File: src/hw/rtl/sst_pkg.sv
package sst_pkg;

   localparam int SLOT_COUNT = 4;
   localparam int IDX_W = (SLOT_COUNT > 1) ? $clog2(SLOT_COUNT) : 1;
   localparam int CNT_W = $clog2(SLOT_COUNT + 1);

   localparam int QUEUE_DEPTH = 2;
   localparam int QPTR_W = (QUEUE_DEPTH > 1) ? $clog2(QUEUE_DEPTH) : 1;
   localparam int QCNT_W = $clog2(QUEUE_DEPTH + 1);

   // request kinds
   localparam logic [1:0] REQ_ALLOC  = 2'd0;
   localparam logic [1:0] REQ_LOOKUP = 2'd1;
   localparam logic [1:0] REQ_CLEAR  = 2'd2;

   // result status codes
   localparam logic [1:0] STAT_OK        = 2'd0;
   localparam logic [1:0] STAT_NOT_FOUND = 2'd1;
   localparam logic [1:0] STAT_REJECTED  = 2'd2;

   typedef enum logic [1:0] {
      OP_ALLOC,
      OP_LOOKUP,
      OP_CLEAR,
      OP_FIXED
   } op_type;

   typedef struct packed {
      logic [1:0]  req_type;
      logic [31:0] session_id;
      logic [31:0] now_ms;
   } req_item_type;

   typedef struct packed {
      logic [1:0] status;
      logic [1:0] slot_index;
      logic       evicted;
   } rsp_item_type;

   typedef struct packed {
      op_type      op;
      logic [1:0]  status;
      logic [31:0] session_id;
      logic [31:0] now_ms;
   } cmd_item_type;

endpackage

File: src/hw/rtl/sst_front.sv
module sst_front
   import sst_pkg::*;
(
   input  logic         clock,
   input  logic         reset,
   input  logic         req_valid,
   output logic         req_stall,
   input  req_item_type req_data,
   input  logic         cmd_pop,
   output logic         cmd_valid,
   output cmd_item_type cmd_data
);

   cmd_item_type              queue_ff [QUEUE_DEPTH];
   logic [QPTR_W-1:0]         wr_ptr_ff, wr_ptr_in;
   logic [QPTR_W-1:0]         rd_ptr_ff, rd_ptr_in;
   logic [QCNT_W-1:0]         count_ff, count_in;
   cmd_item_type              cmd_in;
   logic                      push;
   logic                      pop;

   // items that need no table access are settled here
   always_comb begin
      cmd_in            = '0;
      cmd_in.session_id = req_data.session_id;
      cmd_in.now_ms     = req_data.now_ms;
      cmd_in.op         = OP_FIXED;
      cmd_in.status     = STAT_NOT_FOUND;
      case (req_data.req_type)
         REQ_ALLOC: begin
            if (req_data.session_id == 32'd0) begin
               cmd_in.status = STAT_REJECTED;
            end else begin
               cmd_in.op = OP_ALLOC;
            end
         end
         REQ_LOOKUP: begin
            if (req_data.session_id != 32'd0) begin
               cmd_in.op = OP_LOOKUP;
            end
         end
         REQ_CLEAR: begin
            if (req_data.session_id != 32'd0) begin
               cmd_in.op = OP_CLEAR;
            end
         end
         default: begin
            cmd_in.op = OP_FIXED;
         end
      endcase
   end

   assign req_stall = (count_ff == QCNT_W'(QUEUE_DEPTH));
   assign cmd_valid = (count_ff != '0);
   assign cmd_data  = queue_ff[rd_ptr_ff];
   assign push      = req_valid && !req_stall;
   assign pop       = cmd_pop && cmd_valid;

   always_comb begin
      wr_ptr_in = wr_ptr_ff;
      rd_ptr_in = rd_ptr_ff;
      count_in  = count_ff;
      if (push) begin
         wr_ptr_in = (wr_ptr_ff == QPTR_W'(QUEUE_DEPTH - 1)) ? '0 : wr_ptr_ff + 1'b1;
      end
      if (pop) begin
         rd_ptr_in = (rd_ptr_ff == QPTR_W'(QUEUE_DEPTH - 1)) ? '0 : rd_ptr_ff + 1'b1;
      end
      if (push && !pop) begin
         count_in = count_ff + 1'b1;
      end else if (pop && !push) begin
         count_in = count_ff - 1'b1;
      end
   end

   always_ff @(posedge clock) begin
      if (reset) begin
         wr_ptr_ff <= '0;
         rd_ptr_ff <= '0;
         count_ff  <= '0;
      end else begin
         wr_ptr_ff <= wr_ptr_in;
         rd_ptr_ff <= rd_ptr_in;
         count_ff  <= count_in;
      end
   end

   always_ff @(posedge clock) begin
      if (push) begin
         queue_ff[wr_ptr_ff] <= cmd_in;
      end
   end

endmodule

File: src/hw/rtl/sst_back.sv
module sst_back
   import sst_pkg::*;
(
   input  logic         clock,
   input  logic         reset,
   input  logic         cmd_valid,
   input  cmd_item_type cmd_data,
   output logic         cmd_pop,
   output logic         rsp_valid,
   input  logic         rsp_stall,
   output rsp_item_type rsp_data
);

   typedef enum logic [1:0] {
      ST_IDLE,
      ST_SCAN,
      ST_WRITE
   } state_type;

   logic [31:0]           ident_mem [SLOT_COUNT];
   logic [31:0]           used_mem  [SLOT_COUNT];

   state_type             state_ff, state_in;
   cmd_item_type          cmd_ff, cmd_in;
   logic [CNT_W-1:0]      scan_ff, scan_in;
   logic                  rd_vld_ff, rd_vld_in;
   logic [IDX_W-1:0]      rd_idx_ff, rd_idx_in;
   logic [31:0]           rd_ident_ff;
   logic [31:0]           rd_used_ff;
   logic                  found_ff, found_in;
   logic [IDX_W-1:0]      pick_ff, pick_in;
   logic [IDX_W-1:0]      oldest_ff, oldest_in;
   logic [31:0]           oldest_age_ff, oldest_age_in;
   logic [SLOT_COUNT-1:0] live_ff, live_in;
   logic                  rsp_valid_ff, rsp_valid_in;
   rsp_item_type          rsp_ff, rsp_in;

   logic                  mem_we;
   logic [IDX_W-1:0]      mem_addr;
   logic                  live_slot;
   logic                  match;
   logic [31:0]           age;
   logic                  out_free;
   logic                  issue;

   // an entry without its live bit reads as empty
   assign live_slot = live_ff[rd_idx_ff];
   assign match     = live_slot && (rd_ident_ff == cmd_ff.session_id);
   assign age       = cmd_ff.now_ms - rd_used_ff;
   assign out_free  = !rsp_valid_ff || !rsp_stall;
   assign issue     = (state_ff == ST_SCAN) && (scan_ff < CNT_W'(SLOT_COUNT));
   assign mem_addr  = found_ff ? pick_ff : oldest_ff;

   always_comb begin
      state_in      = state_ff;
      cmd_in        = cmd_ff;
      scan_in       = scan_ff;
      rd_vld_in     = 1'b0;
      rd_idx_in     = rd_idx_ff;
      found_in      = found_ff;
      pick_in       = pick_ff;
      oldest_in     = oldest_ff;
      oldest_age_in = oldest_age_ff;
      live_in       = live_ff;
      rsp_valid_in  = rsp_valid_ff && rsp_stall;
      rsp_in        = rsp_ff;
      cmd_pop       = 1'b0;
      mem_we        = 1'b0;

      case (state_ff)
         ST_IDLE: begin
            if (cmd_valid) begin
               cmd_pop       = 1'b1;
               cmd_in        = cmd_data;
               scan_in       = '0;
               found_in      = 1'b0;
               pick_in       = '0;
               oldest_in     = '0;
               oldest_age_in = '0;
               state_in      = (cmd_data.op == OP_FIXED) ? ST_WRITE : ST_SCAN;
            end
         end

         ST_SCAN: begin
            // read one slot a cycle, judge it the cycle after
            if (issue) begin
               rd_vld_in = 1'b1;
               rd_idx_in = scan_ff[IDX_W-1:0];
               scan_in   = scan_ff + 1'b1;
            end
            if (rd_vld_ff) begin
               case (cmd_ff.op)
                  OP_ALLOC: begin
                     if (!found_ff) begin
                        if (!live_slot) begin
                           found_in = 1'b1;
                           pick_in  = rd_idx_ff;
                        end else if (age >= oldest_age_ff) begin
                           // later slot wins a tie
                           oldest_age_in = age;
                           oldest_in     = rd_idx_ff;
                        end
                     end
                  end
                  OP_LOOKUP: begin
                     if (!found_ff && match) begin
                        found_in = 1'b1;
                        pick_in  = rd_idx_ff;
                     end
                  end
                  OP_CLEAR: begin
                     if (match) begin
                        found_in           = 1'b1;
                        live_in[rd_idx_ff] = 1'b0;
                     end
                  end
                  default: begin
                     found_in = found_ff;
                  end
               endcase
               if (rd_idx_ff == IDX_W'(SLOT_COUNT - 1)) begin
                  state_in = ST_WRITE;
               end
            end
         end

         ST_WRITE: begin
            if (out_free) begin
               rsp_valid_in = 1'b1;
               state_in     = ST_IDLE;
               rsp_in       = '0;
               case (cmd_ff.op)
                  OP_ALLOC: begin
                     mem_we            = 1'b1;
                     live_in[mem_addr] = 1'b1;
                     rsp_in.status     = STAT_OK;
                     rsp_in.slot_index = 2'(mem_addr);
                     rsp_in.evicted    = !found_ff;
                  end
                  OP_LOOKUP: begin
                     rsp_in.status     = found_ff ? STAT_OK : STAT_NOT_FOUND;
                     rsp_in.slot_index = found_ff ? 2'(pick_ff) : 2'd0;
                  end
                  OP_CLEAR: begin
                     rsp_in.status = found_ff ? STAT_OK : STAT_NOT_FOUND;
                  end
                  default: begin
                     rsp_in.status = cmd_ff.status;
                  end
               endcase
            end
         end

         default: begin
            state_in = ST_IDLE;
         end
      endcase
   end

   always_ff @(posedge clock) begin
      if (reset) begin
         state_ff     <= ST_IDLE;
         rd_vld_ff    <= 1'b0;
         live_ff      <= '0;
         rsp_valid_ff <= 1'b0;
      end else begin
         state_ff     <= state_in;
         rd_vld_ff    <= rd_vld_in;
         live_ff      <= live_in;
         rsp_valid_ff <= rsp_valid_in;
      end
      cmd_ff        <= cmd_in;
      scan_ff       <= scan_in;
      rd_idx_ff     <= rd_idx_in;
      found_ff      <= found_in;
      pick_ff       <= pick_in;
      oldest_ff     <= oldest_in;
      oldest_age_ff <= oldest_age_in;
      rsp_ff        <= rsp_in;
   end

   always_ff @(posedge clock) begin
      if (issue) begin
         rd_ident_ff <= ident_mem[scan_ff[IDX_W-1:0]];
         rd_used_ff  <= used_mem[scan_ff[IDX_W-1:0]];
      end
      if (mem_we) begin
         ident_mem[mem_addr] <= cmd_ff.session_id;
         used_mem[mem_addr]  <= cmd_ff.now_ms;
      end
   end

   assign rsp_valid = rsp_valid_ff;
   assign rsp_data  = rsp_ff;

endmodule

File: src/hw/rtl/session_slot_table_core.sv
// flow: the front queues accepted items; the back pops one, reads the slots in order,
// one slot a cycle, judges each read the cycle after, then registers the result
// in its write state; items settled in the front skip the scan. The back holds one
// item; the two-item queue fills while the scan runs and while a result waits
// reset: synchronous, active high; empties every slot and drops queued items
module session_slot_table_core
   import sst_pkg::*;
(
   input  logic         clock,
   input  logic         reset,
   input  logic         req_valid,
   output logic         req_stall,
   input  req_item_type req_data,
   output logic         rsp_valid,
   input  logic         rsp_stall,
   output rsp_item_type rsp_data
);

   logic         cmd_valid;
   logic         cmd_pop;
   cmd_item_type cmd_data;

   sst_front u_front (
      .clock     (clock),
      .reset     (reset),
      .req_valid (req_valid),
      .req_stall (req_stall),
      .req_data  (req_data),
      .cmd_pop   (cmd_pop),
      .cmd_valid (cmd_valid),
      .cmd_data  (cmd_data)
   );

   sst_back u_back (
      .clock     (clock),
      .reset     (reset),
      .cmd_valid (cmd_valid),
      .cmd_data  (cmd_data),
      .cmd_pop   (cmd_pop),
      .rsp_valid (rsp_valid),
      .rsp_stall (rsp_stall),
      .rsp_data  (rsp_data)
   );

endmodule
File: config.mk
export PLATFORM = sky130hd
export DESIGN_NAME = session_slot_table_core
export DESIGN_NICKNAME = d
export VERILOG_FILES = /design/src/hw/rtl/sst_pkg.sv /design/src/hw/rtl/sst_front.sv /design/src/hw/rtl/sst_back.sv /design/src/hw/rtl/session_slot_table_core.sv
export SDC_FILE = /design/constraint.sdc
export NUM_CORES = 1
export LEC_CHECK = 0
export ABC_CLOCK_PERIOD_IN_PS = 6300
export BUFFER_PORTS_ARGS = -buffer_cell sky130_fd_sc_hd__buf_2
export CAP_MARGIN = 40
export CORE_UTILIZATION = 33
export DETAILED_ROUTE_END_ITERATION = 8
export PLACE_DENSITY_LB_ADDON = 0.08
export SKIP_LAST_GASP = 1
export SYNTH_ARGS = -nofsm -noshare
export SYNTH_HDL_FRONTEND = slang
export SYNTH_SLANG_ARGS = --single-unit
File: constraint.sdc
create_clock -name clock -period 6.3 [get_ports clock]
set_input_delay 0.315 -clock clock [delete_from_list [all_inputs] [get_ports clock]]
set_output_delay 0.315 -clock clock [all_outputs]
set_load 0.01 [all_outputs]
======== Word-level counts from Yosys, hierarchy flattened ========
Memories as Yosys holds them, arrays and structs flattened. A register that Yosys moved wholly into a read port is not among the register bits.
Cells that the tools add are included.
storage, ports and cells
  memory bits (writable) .................. 392
  register bits after elaboration ......... 127
  memories kept ........................... 3
memory list
  memory            depth  bits a word  read ports  clocked after Yosys merged registers in  write ports  RTL line         text
  u_front.queue_ff  2      68           1           1                                        1            sst_front.sv:14  cmd_item_type queue_ff [QUEUE_DEPTH];
  u_back.ident_mem  4      32           1           1                                        1            sst_back.sv:20   logic [31:0] ident_mem [SLOT_COUNT];
  u_back.used_mem   4      32           1           1                                        1            sst_back.sv:21   logic [31:0] used_mem [SLOT_COUNT];
cells by class
  bitwise logic cells ..................... 4
  add/sub/neg operators ................... 6
  reductions and logical operators ........ 37
  $lt $le $gt $ge ......................... 6
  equality and inequality tests ........... 28
  multiplexer cells ....................... 78
operators with widths
  operator                                               count
  2-to-1 mux 32 bit                                      6
  one-hot mux 32 bit (2 select lines)                    1
  2-to-1 mux 2 bit                                       23
  equality test 32 bit                                   1
  >= comparator 32 bit                                   1
  logical NOT 32 bit                                     1
  nonzero test 32 bit                                    1
  subtractor 32 bit                                      1
  2-to-1 mux 1 bit                                       27
  2-to-1 mux 4 bit                                       5
  one-hot mux 2 bit (2 select lines)                     5
  AND reduction 7 bit                                    2
  equality test 2 bit, second input constant             6
  inequality test 2 x 1 -> 1 bit, second input constant  6
  inequality test 2 bit, second input constant           6
  inequality test 3 bit, second input constant           4
  one-hot mux 2 bit (3 select lines)                     2
  AND reduction 6 bit                                    2
  logical AND 1 bit                                      10
  one-hot mux 4 bit (2 select lines)                     1
  nonzero test 2 bit                                     4
  equality test 2 x 1 -> 1 bit, second input constant    3
  logical NOT 1 bit                                      6
  logical NOT 2 bit                                      3
  24 further kinds                                       32

======== Depth between registers and ports, before layout ========
Gate-level depths: netlist of run 1.
  depth in word-level cells ............... 10
  gate-level depth with buffers ........... 20
  gate-level depth less buffers ........... 20

======== Hierarchy ========
From an unflattened synthesis of run 1, not the netlist that was laid out.
unflattened totals
  cells, all modules ...................... 1359
  area total of the unflattened synthesis .. 23846.6 um^2
by module, submodules not included
  module     area each (um^2)  cells each  sequential area each (um^2)  times used
  sst_back   18642.9           1108        13222.7                      1
  sst_front  5203.7            251         4184.0                       1

======== Worst setup path after synthesis of run 1 ========
OpenSTA, ideal clock, no wires.
  kind .................................... reg2reg
  start point ............................. register u_back.state_ff[0]
  end point ............................... memory u_back.ident_mem[3][0], enable pin
  stages on the path, launching flop included .. 6
  path slack .............................. 1.430 ns
  required time ........................... 5.792 ns
  buffers on the path ..................... 1
  arrival time ............................ 4.361 ns
  cells stage by stage .................... dfxtp_1 clkbuf_1 nand2b_1 a21oi_1 nand2_1 a21oi_1
on the way
  longest elaborated chain between the ends .. 4
ends and longest elaborated chain
  element                                 RTL line         text
  start, declared                         sst_back.sv:23   state_type state_ff, state_in;
  start signal, assigned                  sst_back.sv:167  state_ff <= state_in;
  equality test 2 bit                     sst_back.sv:70   case (state_ff)
  2-to-1 mux 1 bit                        sst_back.sv:70
  2-to-1 mux 1 bit                        sst_back.sv:187  if (mem_we) begin
  2-to-1 mux 1 bit (implied by the code)  sst_back.sv:188  ident_mem[mem_addr] <= cmd_ff.session_id;
  end, declared                           sst_back.sv:20
No other way between the ends.

======== Worst setup path after layout of run 1 ========
  start point ............................. register u_back.cmd_ff[0] (netlist name)
  end point ............................... register u_back.oldest_ff[1], enable pin
on the way
  longest elaborated chain between the ends .. 4
ends and longest elaborated chain
  element                          RTL line         text
  start, declared                  sst_back.sv:24   cmd_item_type cmd_ff, cmd_in;
  start signal, assigned           sst_back.sv:172  cmd_ff <= cmd_in;
  subtractor 32 bit                sst_back.sv:49   assign age = cmd_ff.now_ms - rd_used_ff;
  via u_back.age[30]               sst_back.sv:42   logic [31:0] age;
  >= comparator 32 bit             sst_back.sv:98   end else if (age >= oldest_age_ff) begin
  inequality test 2 bit (no line)  --
  AND reduction 7 bit (no line)    --
  end signal, assigned             sst_back.sv:177  oldest_ff <= oldest_in;
  end, declared                    sst_back.sv:32   logic [IDX_W-1:0] oldest_ff, oldest_in;
The timed path passes the listed nets, and every way through them passes these cells.
A chain may end at the register's enable or synchronous reset.

==> run metrics, run 1 <==
cell internal pwr=9.57 mW; DR vias=11.9k; mux contribution to synthesized area=9.61%; latest clock arrival within the worst-skew pair=0.60 ns; period utilization=80.4%; Fill cells=6449; final setup margin=1.23 ns; Setup WS pre-CTS=1.22 ns; unrepaired setup endpoints after global routing=false; final WL=50900 um; sequential share of the synthesized area=73.4%; CTS resizes=0; vias per inst=4.71; Mapped Area=23700 um2; Nets=1667; Slew headroom=45.1%; fraction of registers with async set/reset=0%; most frequent cells in the layout=edfxtp_1, inv_1, buf_2; postcts setup bufs=0; CTS Sinks=584; dpl hpwl=31200 um; Final Instance Area=28300 um2; core region area=70600 um2; Most Crowded Layer GR=met2; Final Hold Viols=0; iteration count of the initial detailed-routing pass=5; grt met2 use=24.2%; 1st-iter DRT viols=643; setup TNS=0 ns; utilization after layout=40.1%; # diodes=0; FF/Latch Area=17400 um2; CP delay by family, top=compound AO/OA/AOI/OAI gates; critical path class=flip-flop to flip-flop; GRT met3 Usage=2.68%; main combinational cell family by area after synthesis=multiplexers; area grow syn2layout=19.3%; die footprint=73000 um2; Net Sw Frac=32.4%; DRC=0; average size of a mapped cell=17.8 um2; Row Count=97; GRT Total Usage=14.1%; Flop pwr share=42.6%; worst hold margin=0.0565 ns; Post-Synth XOR/XNOR Area=2.25%; Multi-input gate area=5920 um2; Max Fclk=197 MHz; Peak VDD IR=241 uV; number of global-route vias before repair=12.9k; CTS tree=yes; Max-cap violations=0; Initial Util=33.6%; Top Ports=77; gpl congestion=0.756; WL/cell=20.2 um; global-route wire length before repair=77600 um; clock transition at the registers of the reported paths=0.06 ns; dpl cell area=25500 um2; Startpoint Class=flip-flop; worst hold path type=primary input to flip-flop; Worst EP required=6.60 ns; initial antenna violation count=2; Comb pwr share=30.2%; most common cell after layout, fill and taps aside=edfxtp_1; Max Slew Vio Count=0; run status=completed; Adder-Cell Fraction of Synth Area=3.72%; crit path DAT=5.36 ns; Die W=270 um; Buffers on Ports=76; CP endpoint kind=flip-flop; Setup-failing EPs final=0; largest net degree at the start of global routing=49; Tmin final=5.07 ns; Cell Chain, Critical Path=inv_1 > ha_1 > inv_1 > fa_1 > a21o_1 > a31o_1 > a2111oi_4 > nor2_2 > a21oi_4 > o31ai_2 > nor4_2 > a211oi_1 > ha_1 > nand3_1 > or3_1 > nor3_1 > o211a_1 > buf_12; cts hold-fix bufs=65; Clock Skew=0.0198 ns; post-synthesis simple-gate area fraction=4.64%; switching power=4.58 mW; Non-Filler Instances=2521; Leak Pwr=9.80 nW; Worst-Margin Slew=0.823 ns; Syn Nets=1470; Distinct cells, synth=67; Power, Total=14.2 mW; deepest clock path buffer count=3; Post-synth EDFFs=571; clock share of power=27.2%; Antenna Violating Nets Remaining=0; GRT Residual Overflow=0; Buf/Inv on CP=3; fraction of layout cells with a size suffix above 1=22.5%; clk root buf=clkbuf_16; yosys warns=0; post-synthesis register bit count=584; H-tree depth=3; CP max stage delay=0.56 ns; GR met1 Demand/Resource=18.1%; cts bufs inserted=68; Crit Path Max Fanout=22; cells after synthesis=1330; Pwr Density=500 nW/um2; Slowest-stage cell, CP=o211a_1; DIE HEIGHT=270 um; Top FF cell, synth=edfxtp_1; dpl cells=2332; compound-cell area share of the yosys netlist=4.54%
synthesized netlist by cell type (9+ instances only):
library cell	n	area, um2
clkbuf_1	22	82.6
edfxtp_1	571	17100
and2_1	32	200
xor2_1	46	403
a21o_1	27	203
nand2b_1	12	75.1
mux2_2	69	777
o21ai_0	21	105
ha_1	69	863
xnor2_1	15	131
nand4_1	10	62.6
nor3_1	9	45.0
nor2b_1	9	56.3
inv_1	79	297
nand3_1	14	70.1
nor2_1	38	143
nor4_1	19	119
dfxtp_1	13	260
a21oi_1	46	230
mux4_2	65	1460
nand2_1	37	139
final timing paths:
| kind | startpoint | to | slack (ns) | depth (start not counted) |
|---|---|---|---|---|
| max | u_back.cmd_ff[0]$_DFFE_PP_ | u_back.oldest_ff[1]$_DFFE_PP_ | 1.23 | 18 |
| min | reset | u_back.state_ff[0]$_SDFFE_PP0P_ | 0.06 | 2 |
| max reg2reg | u_back.cmd_ff[0]$_DFFE_PP_ | u_back.oldest_ff[1]$_DFFE_PP_ | 1.23 | 18 |
| min reg2reg | u_back.live_ff[1]$_SDFFE_PP0P_ | u_back.live_ff[1]$_SDFFE_PP0P_ | 0.49 | 2 |
power groups by stage:
| stage | registers [mW] | logic, mW | clock network [mW] |
|---|---|---|---|
| 2_1_floorplan | 5.89 | 3.15 | 0 |
| 3_3_place_gp | 6.09 | 4.33 | 0 |
| 3_5_place_dp | 6.13 | 4.35 | 0 |
| 4_1_cts | 6.05 | 4.42 | 3.98 |
| 5_1_grt | 6.14 | 4.81 | 4.13 |
| 6_report | 6.03 | 4.27 | 3.86 |
area by class of cell:
| type | count | share of cell area (%) |
|---|---|---|
| Clock inverter | 38 | 1.40 |
| Sequential cell | 584 | 61.5 |
| Clock buffer | 86 | 6.32 |
| Inverter | 79 | 1.05 |
| Multi-Input combinational cell | 631 | 20.9 |
| Tap cell | 940 | 4.16 |
| Timing Repair Buffer | 163 | 4.62 |
per-layer routing:
layer | routed length, um | vias up
met5 | 13 | -
met4 | 1180 | 2
met3 | 1610 | 89
met2 | 25400 | 176
met1 | 22700 | 6026
li1 | - | 5584
cells by family (layout without fill, tap and decap cells):
family,Yosys count,count (layout)
compound gates,157,157
simple gates,205,205
fa+ha+maj,70,70
mux,138,138
xor+xnor,61,61
buf+inv,115,366
flops,584,584
worst reg2reg max path, stage by stage (launching register included):
cell	delay, ns
edfxtp_1	0.45
inv_1	0.09
ha_1	0.16
inv_1	0.06
fa_1	0.46
a21o_1	0.19
a31o_1	0.28
a2111oi_4	0.42
nor2_2	0.12
a21oi_4	0.22
o31ai_2	0.14
nor4_2	0.25
a211oi_1	0.10
ha_1	0.31
nand3_1	0.10
or3_1	0.39
nor3_1	0.19
o211a_1	0.56
buf_12	0.26
registers in the layout (all words and copies together), names as in the netlist, 2 cells and up, named ones only:
signal                count
u_back.state_ff           2
u_back.oldest_age_ff     32
u_front.count_ff          2
u_back.rsp_data           5
u_back.rd_ident_ff       32
u_back.rd_used_ff        32
u_back.pick_ff            2
u_front.queue_ff        136
u_back.rd_idx_ff          2
u_back.live_ff            4
u_back.cmd_ff            68
u_back.oldest_ff          2
u_back.ident_mem        128
u_back.scan_ff            3
u_back.used_mem         128
Note: power is estimated with default switching activity, not from simulation.
==> run 2, diff against run 1 <==
Settings changed: ABC_CLOCK_PERIOD_IN_PS 6300 to 4050.
Clock period 6.3 ns to 4.05 ns, I/O delays scaled along.
==> run 2 against run 1 <==
Compared with the run above: die area unchanged; clock-buffer cell count fell by 5; hold slack improved by 0.013 ns; highest routed layer unchanged; design area increased by 3.4%; largest power group unchanged; the run now ends with setup timing left; via count up 2.8%; sequential power is 55% higher; setup slack got worse by 1.6 ns; flip-flop and latch count unchanged; global-route usage rose by 0.42 points; combinational power grew 89%.
==> run metrics, run 2 (synthesis gave the netlist of run 1 again) <==
Die W=270 um (unchanged); DR vias=12.2k (+2.8%); Worst-Margin Slew=0.790 ns (-0.0331 ns); Top Ports=77 (unchanged); deepest clock path buffer count=3 (unchanged); H-tree depth=3 (unchanged); Nets=1787 (+7.2%); WL/cell=19.6 um (-3.0%); Max Slew Vio Count=0 (unchanged); Final Hold Viols=0 (unchanged); GRT Total Usage=14.6% (+0.42 points); period utilization=108% (+28 points); Most Crowded Layer GR=met2; global-route wire length before repair=80300 um (+3.5%); gpl congestion=0.765 (+1.1%); # diodes=0 (unchanged); clk root buf=clkbuf_16; CTS Sinks=584 (unchanged); Reg2Reg Capture Point=u_back.oldest_age_ff[13]$_SDFFCE_PN0P_; Setup-failing EPs final=34 (+34); CTS tree=yes; Biggest register=u_front.queue_ff; 1st-iter DRT viols=537 (-16%); number of global-route vias before repair=13.3k (+3.6%); hold path depth=4 (+2); dpl hpwl=32500 um (+4.0%); initial antenna violation count=1 (-1); iteration count of the initial detailed-routing pass=4 (-1); Worst EP required=4.35 ns (-2.25 ns); Initial Util=33.6% (unchanged); Clock Skew=0.0126 ns (-0.00717 ns); largest net degree at the start of global routing=67 (+37%); Hold Path Sink=u_front.wr_ptr_ff$_SDFFE_PP0P_; final setup margin=-0.343 ns (-1.58 ns); worst hold path type=primary input to flip-flop; unrepaired setup endpoints after global routing=true; Startpoint Class=flip-flop; worst reg2reg startpoint=u_back.cmd_ff[0]$_DFFE_PP_; core region area=70600 um2 (unchanged); run status=finished, violations left; Max-cap violations=0 (unchanged); Largest register FFs=136 (unchanged); GR met1 Demand/Resource=18.4% (+0.29 points); reg2reg path depth=18 (unchanged); most common cell after layout, fill and taps aside=edfxtp_1; setup TNS=-11.02 ns (-11.02 ns); Buffers on Ports=76 (unchanged); GRT Residual Overflow=0 (unchanged); Crit Path Max Fanout=13 (-41%); hold_sp=req_valid; cts bufs inserted=67 (-1.5%); fraction of layout cells with a size suffix above 1=28.5% (+6.0 points); Slew headroom=47.3% (+2.2 points); most frequent cells in the layout=edfxtp_1, buf_4, inv_1, buf_2, dlygate4sd3_1; DRC=0 (unchanged); Row Count=97 (unchanged); failing checks=setup timing; latest clock arrival within the worst-skew pair=0.60 ns (about the same); area grow syn2layout=23.3%; crit path DAT=4.70 ns (-0.66 ns); R2R Setup Slk=-0.34 ns (-1.58 ns); GRT met3 Usage=2.75% (+0.062 points); Tmin final=4.39 ns (-0.674 ns); Leak Pwr=10.4 nW (+5.8%); vias per inst=4.64 (-1.6%); Max Fclk=228 MHz (+15%); utilization after layout=41.4% (+1.4 points); DIE HEIGHT=270 um (unchanged); critical path class=flip-flop to flip-flop; grt met2 use=25.5% (+1.3 points); clock transition at the registers of the reported paths=0.06 ns (about the same); Pwr Density=793 nW/um2 (+59%); Antenna Violating Nets Remaining=0 (unchanged); Regs by FF count=u_front.queue_ff x136, u_back.ident_mem x128, u_back.used_mem x128; final WL=51500 um (+1.3%); Peak VDD IR=361 uV (+50%); die footprint=73000 um2 (unchanged); CP endpoint kind=flip-flop
run 2: metrics by stage:
step / total power, mW / area (um2) / instances / hold slack (ns) / setup slack, ns
floorplan: 14.1 / 23800 / 1330 / 0.272 / -0.167
global placement: 17.2 / 26200 / 2433 / 0.392 / -0.583
detailed placement: 17.3 / 26300 / 2436 / 0.396 / -0.636
CTS: 23.7 / 29200 / 2633 / 0.0347 / -0.360
global route: 24.8 / 29300 / 2634 / 0.0634 / -0.606
finish: 23.2 / 29300 / 2634 / 0.0695 / -0.343
run 2: area by class of cell:
class	instances	area [um2]
fill	6477	41400
sequential	584	17400
multi-input combinational	632	6040
timing repair buffer	283	2250
clock buffer	81	1750
tap	940	1180
clock inverter	35	340
inverter	79	298
run 2: repair_timing:
| action | 4_1_cts | 5_1_grt |
|---|---|---|
| cloned | 1 | 0 |
| endpoints found under the hold margin | 148 | 0 |
| setup endpoints to repair | 34 | 34 |
| hold buffers | 70 | 0 |
| pin swaps | 10 | 8 |
| gates resized for setup | 14 | 4 |
| setup buffers | 10 | 1 |
run 2: critical path, cell delays in order (launching register included):
cell and delay, ns:
edfxtp_1 0.38, inv_1 0.07, ha_2 0.17, inv_2 0.04, fa_2 0.36, a21o_1 0.19, a31o_4 0.24, a2111oi_4 0.45
nor2_2 0.10, a21oi_4 0.23, o31ai_4 0.09, nor4_4 0.27, a211oi_2 0.07, ha_1 0.30, nand3_1 0.09, or3_4 0.40
nor3_4 0.24, o211a_4 0.23, buf_12 0.15
run 2: power by group:
| group | internal (mW) | switching [mW] |
|---|---|---|
| logic | 3.83 | 4.23 |
| registers | 8.55 | 0.785 |
| clock network | 3.37 | 2.45 |
run 2: how the worst max path moves through the flow:
stage | start | endpoint | slack, ns | depth (start not counted)
finish | u_back.cmd_ff[0]$_DFFE_PP_ | u_back.oldest_age_ff[13]$_SDFFCE_PN0P_ | -0.34 | 18
global route | u_back.cmd_ff[0]$_DFFE_PP_ | u_back.oldest_age_ff[7]$_SDFFCE_PN0P_ | -0.61 | 21
CTS | u_back.cmd_ff[0]$_DFFE_PP_ | u_back.oldest_age_ff[19]$_SDFFCE_PN0P_ | -0.36 | 21
detailed placement | u_back.cmd_ff[0]$_DFFE_PP_ | u_back.oldest_age_ff[10]$_SDFFCE_PN0P_ | -0.64 | 17
global placement | u_back.cmd_ff[0]$_DFFE_PP_ | u_back.oldest_age_ff[4]$_SDFFCE_PN0P_ | -0.58 | 18
floorplan | u_back.cmd_ff[0]$_DFFE_PP_ | u_back.oldest_age_ff[0]$_SDFFCE_PN0P_ | -0.17 | 17
run 2: per-layer routing:
metal / share of wire [%] / vias up
li1: - / 5819
met1: 44 / 6156
met3: 3.1 / 66
met5: 0.025 / -
met2: 51 / 169
met4: 1.7 / 2
